File: src/hw/rtl/meu_pkg.sv
package meu_pkg;

  localparam int unsigned IdW    = 11;
  localparam int unsigned AngleW = 16;
  localparam int unsigned TurnsW = 16;
  localparam int unsigned SpeedW = 16;
  localparam int unsigned PosW   = 32;
  localparam int unsigned CfgW   = 16;
  localparam int unsigned CpTW   = 16;
  localparam int unsigned ThrW   = 16;

  localparam logic [IdW-1:0]  BaseIdRst = 11'd513;
  localparam logic [ThrW-1:0] WrapThrRst = 16'd5000;
  localparam logic [CpTW-1:0] CpTRst     = 16'd8191;

  localparam logic signed [TurnsW-1:0] TurnsMax = 16'sh7fff;
  localparam logic signed [TurnsW-1:0] TurnsMin = 16'sh8000;

  typedef enum logic [1:0] {
    REG_BASE_ID   = 2'd0,
    REG_WRAP_THR  = 2'd1,
    REG_CNT_TURN  = 2'd2,
    REG_UNUSED    = 2'd3
  } cfg_reg_e;

  typedef struct packed {
    logic signed [AngleW-1:0] angle;
    logic signed [TurnsW-1:0] turns;
  } ent_t;

endpackage

File: src/hw/rtl/meu_if.sv
interface meu_in_if;
  import meu_pkg::*;
  logic                     valid;
  logic                     ready;
  logic [IdW-1:0]           frame_id;
  logic signed [AngleW-1:0] angle_raw;
  logic signed [SpeedW-1:0] speed_raw;

  modport source (output valid, frame_id, angle_raw, speed_raw, input ready);
  modport sink   (input valid, frame_id, angle_raw, speed_raw, output ready);
endinterface

interface meu_out_if #(
  parameter int unsigned ChW = 2
);
  import meu_pkg::*;
  logic                     valid;
  logic                     ready;
  logic [ChW-1:0]           channel;
  logic signed [TurnsW-1:0] turns;
  logic signed [PosW-1:0]   position;
  logic signed [SpeedW-1:0] speed;

  modport source (output valid, channel, turns, position, speed, input ready);
  modport sink   (input valid, channel, turns, position, speed, output ready);
endinterface

File: src/hw/rtl/meu_state_mem.sv
module meu_state_mem import meu_pkg::*; #(
  parameter int unsigned Depth = 4,
  parameter int unsigned AddrW = 2
) (
  input  logic             clk_i,
  input  logic             rst_ni,
  input  logic             rd_en_i,
  input  logic [AddrW-1:0] rd_addr_i,
  output ent_t             rd_data_o,
  input  logic             wr_en_i,
  input  logic [AddrW-1:0] wr_addr_i,
  input  ent_t             wr_data_i
);

  ent_t             mem [Depth];
  logic [Depth-1:0] written_q;
  ent_t             rd_q;

  always_ff @(posedge clk_i or negedge rst_ni) begin
    if (!rst_ni) begin
      written_q <= '0;
    end else if (wr_en_i) begin
      written_q[wr_addr_i] <= 1'b1;
    end
  end

  always_ff @(posedge clk_i) begin
    if (wr_en_i) begin
      mem[wr_addr_i] <= wr_data_i;
    end
  end

  // bypass the write of the same edge so back-to-back beats on one channel chain
  always_ff @(posedge clk_i) begin
    if (rd_en_i) begin
      if (wr_en_i && (wr_addr_i == rd_addr_i)) begin
        rd_q <= wr_data_i;
      end else if (written_q[rd_addr_i]) begin
        rd_q <= mem[rd_addr_i];
      end else begin
        rd_q <= '0;
      end
    end
  end

  assign rd_data_o = rd_q;

endmodule

File: src/hw/rtl/meu_out_fifo.sv
module meu_out_fifo #(
  parameter int unsigned Width = 66,
  parameter int unsigned Depth = 4,
  parameter int unsigned PtrW  = 2
) (
  input  logic             clk_i,
  input  logic             rst_ni,
  input  logic             push_i,
  input  logic [Width-1:0] push_data_i,
  input  logic             pop_i,
  output logic             valid_o,
  output logic [Width-1:0] data_o
);

  logic [Width-1:0] buf_q [Depth];
  logic [PtrW-1:0]  wr_ptr_q, rd_ptr_q;
  logic [PtrW:0]    cnt_q;

  always_ff @(posedge clk_i or negedge rst_ni) begin
    if (!rst_ni) begin
      wr_ptr_q <= '0;
      rd_ptr_q <= '0;
      cnt_q    <= '0;
    end else begin
      if (push_i) wr_ptr_q <= wr_ptr_q + 1'b1;
      if (pop_i)  rd_ptr_q <= rd_ptr_q + 1'b1;
      cnt_q <= cnt_q + (PtrW+1)'(push_i) - (PtrW+1)'(pop_i);
    end
  end

  always_ff @(posedge clk_i) begin
    if (push_i) begin
      buf_q[wr_ptr_q] <= push_data_i;
    end
  end

  assign valid_o = (cnt_q != '0);
  assign data_o  = buf_q[rd_ptr_q];

endmodule

File: src/hw/rtl/multi_turn_encoder_unwrap_top.sv
// a matching frame's result is registered in stage 1, stage 2 and the output queue
// throughput: one frame per cycle while ready is high; the per-channel state
//   read-modify-write chains through a write bypass on the state memory
// ready drops once 4 matching frames are in flight or queued at the output
// reset: all channels read as zero angle and zero turns, registers take defaults
module multi_turn_encoder_unwrap_top import meu_pkg::*; #(
  parameter int unsigned NUM_CHANNELS = 4
) (
  input  logic            clk_i,
  input  logic            rst_ni,
  meu_in_if.sink          frame_i,
  meu_out_if.source       result_o,
  input  logic            cfg_we_i,
  input  logic [1:0]      cfg_idx_i,
  input  logic [CfgW-1:0] cfg_data_i
);

  localparam int unsigned ChW    = (NUM_CHANNELS > 1) ? $clog2(NUM_CHANNELS) : 1;
  localparam int unsigned QDepth = 4;
  localparam int unsigned QPtrW  = 2;
  localparam int unsigned OutW   = ChW + TurnsW + PosW + SpeedW;

  // configuration
  logic [IdW-1:0]  base_id_q;
  logic [ThrW-1:0] wrap_thr_q;
  logic [CpTW-1:0] cpt_q;

  always_ff @(posedge clk_i or negedge rst_ni) begin
    if (!rst_ni) begin
      base_id_q  <= BaseIdRst;
      wrap_thr_q <= WrapThrRst;
      cpt_q      <= CpTRst;
    end else if (cfg_we_i) begin
      unique case (cfg_reg_e'(cfg_idx_i))
        REG_BASE_ID:  base_id_q  <= cfg_data_i[IdW-1:0];
        REG_WRAP_THR: wrap_thr_q <= cfg_data_i[ThrW-1:0];
        REG_CNT_TURN: cpt_q      <= cfg_data_i[CpTW-1:0];
        default: ;
      endcase
    end
  end

  // decode and credit check
  logic [IdW:0]  id_off;
  logic          id_match;
  logic          in_fire, hit_fire;
  logic [QPtrW:0] occ_q;
  logic          pop;

  assign id_off   = {1'b0, frame_i.frame_id} - {1'b0, base_id_q};
  assign id_match = !id_off[IdW] && (id_off[IdW-1:0] < IdW'(NUM_CHANNELS));
  assign frame_i.ready = (occ_q < (QPtrW+1)'(QDepth));
  assign in_fire  = frame_i.valid && frame_i.ready;
  assign hit_fire = in_fire && id_match;

  // stage 1: state read returns
  logic                     s1_v_q;
  logic [ChW-1:0]           s1_ch_q;
  logic signed [AngleW-1:0] s1_angle_q;
  logic signed [SpeedW-1:0] s1_speed_q;
  ent_t                     rd_ent, wr_ent;

  always_ff @(posedge clk_i or negedge rst_ni) begin
    if (!rst_ni) begin
      s1_v_q <= 1'b0;
    end else begin
      s1_v_q <= hit_fire;
    end
  end

  always_ff @(posedge clk_i) begin
    if (hit_fire) begin
      s1_ch_q    <= id_off[ChW-1:0];
      s1_angle_q <= frame_i.angle_raw;
      s1_speed_q <= frame_i.speed_raw;
    end
  end

  meu_state_mem #(
    .Depth (NUM_CHANNELS),
    .AddrW (ChW)
  ) u_state_mem (
    .clk_i     (clk_i),
    .rst_ni    (rst_ni),
    .rd_en_i   (hit_fire),
    .rd_addr_i (id_off[ChW-1:0]),
    .rd_data_o (rd_ent),
    .wr_en_i   (s1_v_q),
    .wr_addr_i (s1_ch_q),
    .wr_data_i (wr_ent)
  );

  // rollover detection on the full-precision angle step
  logic signed [AngleW:0]   step;
  logic signed [AngleW:0]   thr_pos, thr_neg;
  logic signed [TurnsW-1:0] turns_new;

  always_comb begin
    step    = {s1_angle_q[AngleW-1], s1_angle_q} - {rd_ent.angle[AngleW-1], rd_ent.angle};
    thr_pos = {1'b0, wrap_thr_q};
    thr_neg = -thr_pos;
    turns_new = rd_ent.turns;
    if (step < thr_neg) begin
      if (rd_ent.turns != TurnsMax) turns_new = rd_ent.turns + 16'sd1;
    end else if (step > thr_pos) begin
      if (rd_ent.turns != TurnsMin) turns_new = rd_ent.turns - 16'sd1;
    end
  end

  assign wr_ent.angle = s1_angle_q;
  assign wr_ent.turns = turns_new;

  // stage 2: absolute position
  logic                     s2_v_q;
  logic [ChW-1:0]           s2_ch_q;
  logic signed [AngleW-1:0] s2_angle_q;
  logic signed [TurnsW-1:0] s2_turns_q;
  logic signed [SpeedW-1:0] s2_speed_q;
  logic signed [PosW+1:0]   pos_full;
  logic [OutW-1:0]          push_data, out_data;
  logic                     out_valid;

  always_ff @(posedge clk_i or negedge rst_ni) begin
    if (!rst_ni) begin
      s2_v_q <= 1'b0;
    end else begin
      s2_v_q <= s1_v_q;
    end
  end

  always_ff @(posedge clk_i) begin
    if (s1_v_q) begin
      s2_ch_q    <= s1_ch_q;
      s2_angle_q <= s1_angle_q;
      s2_turns_q <= turns_new;
      s2_speed_q <= s1_speed_q;
    end
  end

  assign pos_full = (PosW+2)'($signed({1'b0, cpt_q}) * s2_turns_q) + (PosW+2)'(s2_angle_q);
  assign push_data = {s2_ch_q, s2_turns_q, pos_full[PosW-1:0], s2_speed_q};

  meu_out_fifo #(
    .Width (OutW),
    .Depth (QDepth),
    .PtrW  (QPtrW)
  ) u_out_fifo (
    .clk_i       (clk_i),
    .rst_ni      (rst_ni),
    .push_i      (s2_v_q),
    .push_data_i (push_data),
    .pop_i       (pop),
    .valid_o     (out_valid),
    .data_o      (out_data)
  );

  assign pop = out_valid && result_o.ready;

  // beats in flight plus queued results never exceed the queue depth
  always_ff @(posedge clk_i or negedge rst_ni) begin
    if (!rst_ni) begin
      occ_q <= '0;
    end else begin
      occ_q <= occ_q + (QPtrW+1)'(hit_fire) - (QPtrW+1)'(pop);
    end
  end

  assign result_o.valid    = out_valid;
  assign result_o.channel  = out_data[OutW-1 -: ChW];
  assign result_o.turns    = out_data[PosW+SpeedW +: TurnsW];
  assign result_o.position = out_data[SpeedW +: PosW];
  assign result_o.speed    = out_data[SpeedW-1:0];

endmodule
File: src/flat_wrapper.sv
// flat-port wrapper written by rule: the top's interface ports become plain ports
module multi_turn_encoder_unwrap_top_flat import meu_pkg::*;
#(
  parameter int unsigned NUM_CHANNELS = 4
)
  (clk_i, rst_ni, cfg_we_i, cfg_idx_i, cfg_data_i, frame_i_valid, frame_i_frame_id, frame_i_angle_raw, frame_i_speed_raw, frame_i_ready, result_o_valid, result_o_channel, result_o_turns, result_o_position, result_o_speed, result_o_ready);
  meu_in_if frame_i_i ();
  meu_out_if result_o_i ();
  input  logic clk_i;
  input  logic rst_ni;
  input  logic cfg_we_i;
  input  logic [1:0] cfg_idx_i;
  input  logic [CfgW-1:0] cfg_data_i;
  input wire logic [$bits(frame_i_i.valid)-1:0] frame_i_valid;
  input wire logic [$bits(frame_i_i.frame_id)-1:0] frame_i_frame_id;
  input wire logic [$bits(frame_i_i.angle_raw)-1:0] frame_i_angle_raw;
  input wire logic [$bits(frame_i_i.speed_raw)-1:0] frame_i_speed_raw;
  output wire logic [$bits(frame_i_i.ready)-1:0] frame_i_ready;
  output wire logic [$bits(result_o_i.valid)-1:0] result_o_valid;
  output wire logic [$bits(result_o_i.channel)-1:0] result_o_channel;
  output wire logic [$bits(result_o_i.turns)-1:0] result_o_turns;
  output wire logic [$bits(result_o_i.position)-1:0] result_o_position;
  output wire logic [$bits(result_o_i.speed)-1:0] result_o_speed;
  input wire logic [$bits(result_o_i.ready)-1:0] result_o_ready;
  assign frame_i_i.valid = frame_i_valid;
  assign frame_i_i.frame_id = frame_i_frame_id;
  assign frame_i_i.angle_raw = frame_i_angle_raw;
  assign frame_i_i.speed_raw = frame_i_speed_raw;
  assign frame_i_ready = frame_i_i.ready;
  assign result_o_valid = result_o_i.valid;
  assign result_o_channel = result_o_i.channel;
  assign result_o_turns = result_o_i.turns;
  assign result_o_position = result_o_i.position;
  assign result_o_speed = result_o_i.speed;
  assign result_o_i.ready = result_o_ready;
  multi_turn_encoder_unwrap_top #(.NUM_CHANNELS(NUM_CHANNELS)) u_core (.clk_i(clk_i), .rst_ni(rst_ni), .frame_i(frame_i_i), .result_o(result_o_i), .cfg_we_i(cfg_we_i), .cfg_idx_i(cfg_idx_i), .cfg_data_i(cfg_data_i));
endmodule
File: config.mk
export PLATFORM = sky130hd
export DESIGN_NAME = multi_turn_encoder_unwrap_top_flat
export DESIGN_NICKNAME = d
export VERILOG_FILES = /design/src/hw/rtl/meu_pkg.sv /design/src/hw/rtl/meu_if.sv /design/src/hw/rtl/meu_state_mem.sv /design/src/hw/rtl/meu_out_fifo.sv /design/src/hw/rtl/multi_turn_encoder_unwrap_top.sv /design/src/flat_wrapper.sv
export SDC_FILE = /design/constraint.sdc
export NUM_CORES = 1
export LEC_CHECK = 0
export BUFFER_PORTS_ARGS = -buffer_cell sky130_fd_sc_hd__buf_2
export CAP_MARGIN = 20
export CORE_MARGIN = 2
export CORE_UTILIZATION = 59
export DETAILED_ROUTE_END_ITERATION = 12
export HOLD_SLACK_MARGIN = 0.02
export PLACE_DENSITY_LB_ADDON = 0.12
export SETUP_SLACK_MARGIN = 0.02
export SLEW_MARGIN = 15
export SYNTH_ARGS = -nofsm -noshare
export SYNTH_HDL_FRONTEND = slang
export SYNTH_SLANG_ARGS = --single-unit
File: constraint.sdc
create_clock -name clk_i -period 8.1 [get_ports clk_i]
set_input_delay 0.81 -clock clk_i [delete_from_list [all_inputs] [get_ports clk_i]]
set_output_delay 0.81 -clock clk_i [all_outputs]
set_load 0.05 [all_outputs]
# After elaboration in Yosys (flattened, before gate mapping)
# Memories as Yosys holds them, arrays and structs flattened.
# Index checks and enable logic that the tools add are counted.
# classes
add_sub_neg,12
multipliers,1
magnitude_cmp,7
n_eq_ne,5
mux,14
bitwise,1
reduce_logical,12
# op_table
cell,count
$mux 16,4
$mux 32,2
$add 32x16->32,1
$mul 17x16->32,1
$ne 16x16->1 const B,2
$gt 17x17->1,1
$lt 17x17->1,1
$neg 16->17,1
$sub 16x16->17,1
$add 16x2->16 const B,1
$sub 16x2->16 const B,1
$sub 11x11->12,1
$lt 11x3->1 const B,1
$add 3x1->3,2
$logic_and 1x1->1,6
$lt 2x3->1 const B,2
$mux 1,6
$reduce_and 2->1,3
$sub 3x1->3,2
$add 2x1->2 const B,2
$or 4x4->4,1
$lt 3x3->1 const B,1
$reduce_bool 3->1,1
$bmux 1 s2,1
7 further kinds,7
# word_totals
register_bits,175
ram_bits,392
inputBits,66
output_inout_bits,68
word_cells,73
memories,2
# memory_table
name,depth,width,read_ports,rd_clocked_by_memory_dff,wr,line,rtl
u_core.u_out_fifo.buf_q,4,66,1,0,1,meu_out_fifo.sv:15,logic [Width-1:0] buf_q [Depth];
u_core.u_state_mem.mem,4,32,1,0,1,meu_state_mem.sv:15,ent_t mem [Depth];

# Logic depth before layout (Yosys ltp)
# logic_depth
depth_word,6
mapped_depth,23
depth_no_buf,22

# Cells and area by module
# Synthesis repeated with hierarchy kept, for this count alone.
# hier_totals
cells_unflattened,2337
hier_area_um2,32920.3
# by_module_without_submodules
mod,n_inst,cells_each,area_per_inst_um2,seq_area_each_um2
multi_turn_encoder_unwrap_top,1,1700,16761.1,3748.6
meu_out_fifo,1,378,9927.0,8102.8
meu_state_mem,1,259,6232.2,4904.7

# Least setup slack after synthesis
# Ideal clock, no wire load.
# synth_path
path_kind,flip-flop to flip-flop
start,register u_core.cpt_q[10]
end,"memory u_core.u_out_fifo.buf_q[0][47], data pin"
setup_time_ns,0.273
arrival_time_ns,6.060
required_ns,7.827
path_slack_ns,1.767
path_stages_with_launch,21
path_buffers,1
period_less_slack_ns,6.333
path_cell_list,dfstp_2 > clkbuf_1 > nand2_1 > fa_1 > fa_1 > fa_1 > fa_1 > inv_1 > fa_1 > inv_1 > fa_1 > inv_1 > ha_1 > a21o_1 > a21oi_1 > or3b_1 > o211ai_1 > nand2_1 > a2111oi_1 > a21oi_1 > xnor2_1
# synth_between
elab_chain_len,2
# synth_rtl
element,line,rtl
"start, declared",multi_turn_encoder_unwrap_top.sv:26,logic [CpTW-1:0] cpt_q;
"start signal, assigned",multi_turn_encoder_unwrap_top.sv:32,cpt_q <= CpTRst;
"start signal, assigned",multi_turn_encoder_unwrap_top.sv:37,REG_CNT_TURN: cpt_q <= cfg_data_i[CpTW-1:0];
$mul 17x16->32,multi_turn_encoder_unwrap_top.sv:140,"assign pos_full = (PosW+2)'($signed({1'b0, cpt_q}) * s2_turns_q) + (PosW+2)'(s2_angle_q);"
$add 32x16->32,multi_turn_encoder_unwrap_top.sv:140,
named net u_core.pos_full[31],multi_turn_encoder_unwrap_top.sv:119,logic signed [PosW+1:0] pos_full;
"end, declared",meu_out_fifo.sv:15,
# The timed path passes the listed nets, and every way through them passes these cells.

# Final worst setup path
# layout_path
start,register u_core.s2_turns_q[1]
end,"memory u_core.u_out_fifo.buf_q[1][47], data pin"
# layout_between
elab_chain_len,2
# layout_rtl
element,line,rtl
"start, declared",multi_turn_encoder_unwrap_top.sv:117,logic signed [TurnsW-1:0] s2_turns_q;
"start signal, assigned",multi_turn_encoder_unwrap_top.sv:135,s2_turns_q <= turns_new;
$mul 17x16->32,multi_turn_encoder_unwrap_top.sv:140,
$add 32x16->32,multi_turn_encoder_unwrap_top.sv:140,
named net u_core.pos_full[31],multi_turn_encoder_unwrap_top.sv:119,
# The timed path passes the listed nets, and every way through them passes these cells.

==> reports/qor.yml <==
ys_seq_area_frac: 0.511
drtIter0Drc: 1195
die_w_microns: 240
async_reset_ff_frac: 0.104
track_usage: 0.247
hold_viol: 0
cts_tree: "done"
status: "finished clean"
r2r_slack_ps: 1120
drc_errors: 0
grt.overflow.total: 0
syn2layout_area_growth_pct: 10.4
io_pins: 134
required_ps: 8530
timing.rr.start: "u_core.s2_turns_q[1]"
synth_top_cell_area_share: 0.465
period_share: 0.862
detailed_place.area_sq_um: 34300
use_met2: 0.417
initial_core_util: 0.596
synth.area.top_cells: "edfxtp_1, fa_1, ha_1"
cts_repair_resize_count: 0
synth_largest_area_cell: "edfxtp_1"
syn_inst: 2381
crit_top_cell: "fa_1"
routed_wl_microns: 67900
cts_buffer_depth: 3
drv_slew: 0
antenna_found_initial: 1
timing.max_cap.violations: 0
start_kind: "flop"
grt_pass1_wl_microns: 109000
finalNetCount: 3003
worstPathMaxFanout: 20
critPathArrivalTime_ps: 7410
yosys_most_used_dff: "edfxtp_1"
vias: 18700
first_pass_iters: 7
finalSetupTns_ps: 0
cts_htree_levels: 2
die_y_microns: 240
finalSetupViolCount: 0
reg2reg_depth: 17
worstMarginPinSlew_ps: 1090
fmax_ghz: 0.143
rows: 86
avgSynthCellArea_sq_um: 13.8
stdcell_area_sq_um: 36200
ys_ff_latch: 567
grt.met1_usage: 0.340
crit_path_end_kind: "flop"
gp_congestion: 0.886
cts_made_buffers: 57
root_buffer: "clkbuf_16"
period_needed_ps: 6980
grt_max_degree: 68
drive_above_1_share: 0.164
slew_headroom: 0.271
synth_most_common_cell: "edfxtp_1"
ys_types: 76
numPortBuffers: 133
crit_chain: "nand2_1 > fa_1 > fa_1 > fa_1 > inv_1 > fa_1 > fa_1 > fa_1 > ha_1 > a21o_1 > a21oi_1 > or3b_1 > o211ai_1 > nand2_1 > a2111oi_1 > a21oi_1 > xnor2_1"
hp-class: "in2async"
grt.busiest_layer: "met2"
fin_skew_ps: 22.6
synth_common_cells: "edfxtp_1, inv_1, fa_1"
cts.reportedPaths.clkPinSlew_ps: 70
synth-edff-count: 508
cts_hold_buf: 0
syn_nets: 2861
clk_latency_ps: 630
drt.antenna.violating_nets: 0
core-area_sq_um: 55100
postCtsSetupBuffers: 0
dieArea_sq_um: 57500
crit_path_top_delay_cell: "edfxtp_1"
clock_sinks: 567
yosysWarnings: 0
mappedNetlistArea_sq_um: 32800
rsz0062_at_grt: "no"
grt_pass1_vias: 19800
worstReg2RegEnd: "u_core.u_out_fifo.buf_q[1][47]"
nFillCells: 4091
wl_per_cell_microns: 20.4
viasPerCell: 5.64
worstSetupPathType: "reg2reg"
critical-path-max-stage-delay_ps: 780
hpwl_microns: 47800
use_met3: 0.0427
[worst max path at each step]
stage,start,end,slack [ps],depth (start not counted)
final,u_core.s2_turns_q[1],u_core.u_out_fifo.buf_q[1][47],1120,17
after CTS,u_core.s2_turns_q[1],u_core.u_out_fifo.buf_q[2][47],1130,17
after global routing,u_core.s2_turns_q[1],u_core.u_out_fifo.buf_q[1][47],740,19
after floorplan,u_core.cpt_q[10],u_core.u_out_fifo.buf_q[0][47],1770,20
after detailed placement,u_core.s2_turns_q[1],u_core.u_out_fifo.buf_q[0][47],1130,17
after global placement,u_core.s2_turns_q[1],u_core.u_out_fifo.buf_q[0][47],1280,19
[critical path, delay by kind of cell, from the launching register on]
family	cells	cell delay, ps
compound gates	5	1510
xor+xnor	1	310
fa+ha+maj	7	3330
buf+inv	1	50
flops	1	780
simple gates	3	790
[cells in the final DEF (no fill, tap or decap), types with 8 or more instances in the layout]
cell type,n
a21o_1,15
a21oi_1,45
a22o_1,21
and2_1,136
and3_1,15
buf_2,133
buf_4,21
clkbuf_1,17
clkbuf_16,57
dfrtp_1,36
dfstp_2,20
edfxtp_1,508
fa_1,229
ha_1,184
inv_1,368
mux2_2,34
mux4_2,99
nand2_1,188
nand2b_1,10
nand3_1,29
nand4_1,21
nor2_1,59
nor2b_1,10
nor3_1,28
o211ai_1,8
o21a_1,11
o21ai_0,36
xnor2_1,58
xor2_1,18
[layout make-up]
| type | count | area [sq um] | area share |
|---|---|---|---|
| clock buffers | 77 | 1530 | 0.0423 |
| multi-input cells | 1374 | 14400 | 0.399 |
| inverters | 369 | 1390 | 0.0382 |
| well taps | 748 | 936 | 0.0258 |
| clock inverters | 30 | 344 | 0.00950 |
| repair buffers | 154 | 823 | 0.0227 |
| flip-flops and latches | 567 | 16800 | 0.463 |
| diodes | 1 | 2.50 | 0.0000691 |
[stage by stage]
step                      std cells  utilization  hold WS (ps)  worst slack (ps)
after detailed placement       3212        0.623           405              1130
after CTS                      3319        0.658           322              1130
after global placement         3212        0.623           401              1280
after global routing           3320        0.658           335               736
final                          3320        0.658           325              1120
after floorplan                2381            -           400              1770
[flip-flops by register name (all words and copies together), names as in the netlist]
signal / count
u_core.u_out_fifo.buf_q: 264
u_core.u_state_mem.mem: 128
u_core.u_state_mem.rd_data_o: 32
u_core.cpt_q: 16
u_core.s1_angle_q: 16
u_core.s1_speed_q: 16
u_core.s2_angle_q: 16
u_core.s2_speed_q: 16
u_core.s2_turns_q: 16
u_core.wrap_thr_q: 16
u_core.base_id_q: 11
u_core.u_state_mem.written_q: 4
u_core.occ_q: 3
u_core.u_out_fifo.cnt_q: 3
u_core.s1_ch_q: 2
u_core.s2_ch_q: 2
u_core.u_out_fifo.rd_ptr_q: 2
u_core.u_out_fifo.wr_ptr_q: 2
u_core.s1_v_q: 1
u_core.s2_v_q: 1
[layer usage]
| layer | routed length [microns] | share of wire |
|---|---|---|
| met1 | 30000 | 0.44 |
| met2 | 32900 | 0.49 |
| met3 | 3700 | 0.055 |
| met4 | 1250 | 0.018 |
| met5 | 0 | 0 |
[logic make-up after synthesis]
logic type / share of synthesized area
compound gates: 0.0436
fa+ha+maj: 0.210
buf+inv: 0.0505
flops: 0.511
simple gates: 0.0851
mux: 0.0799
xor+xnor: 0.0203
Power is left out: the tool's default activity adds up to more than one toggle a clock period on the data nets, which glitch-free logic cannot reach.
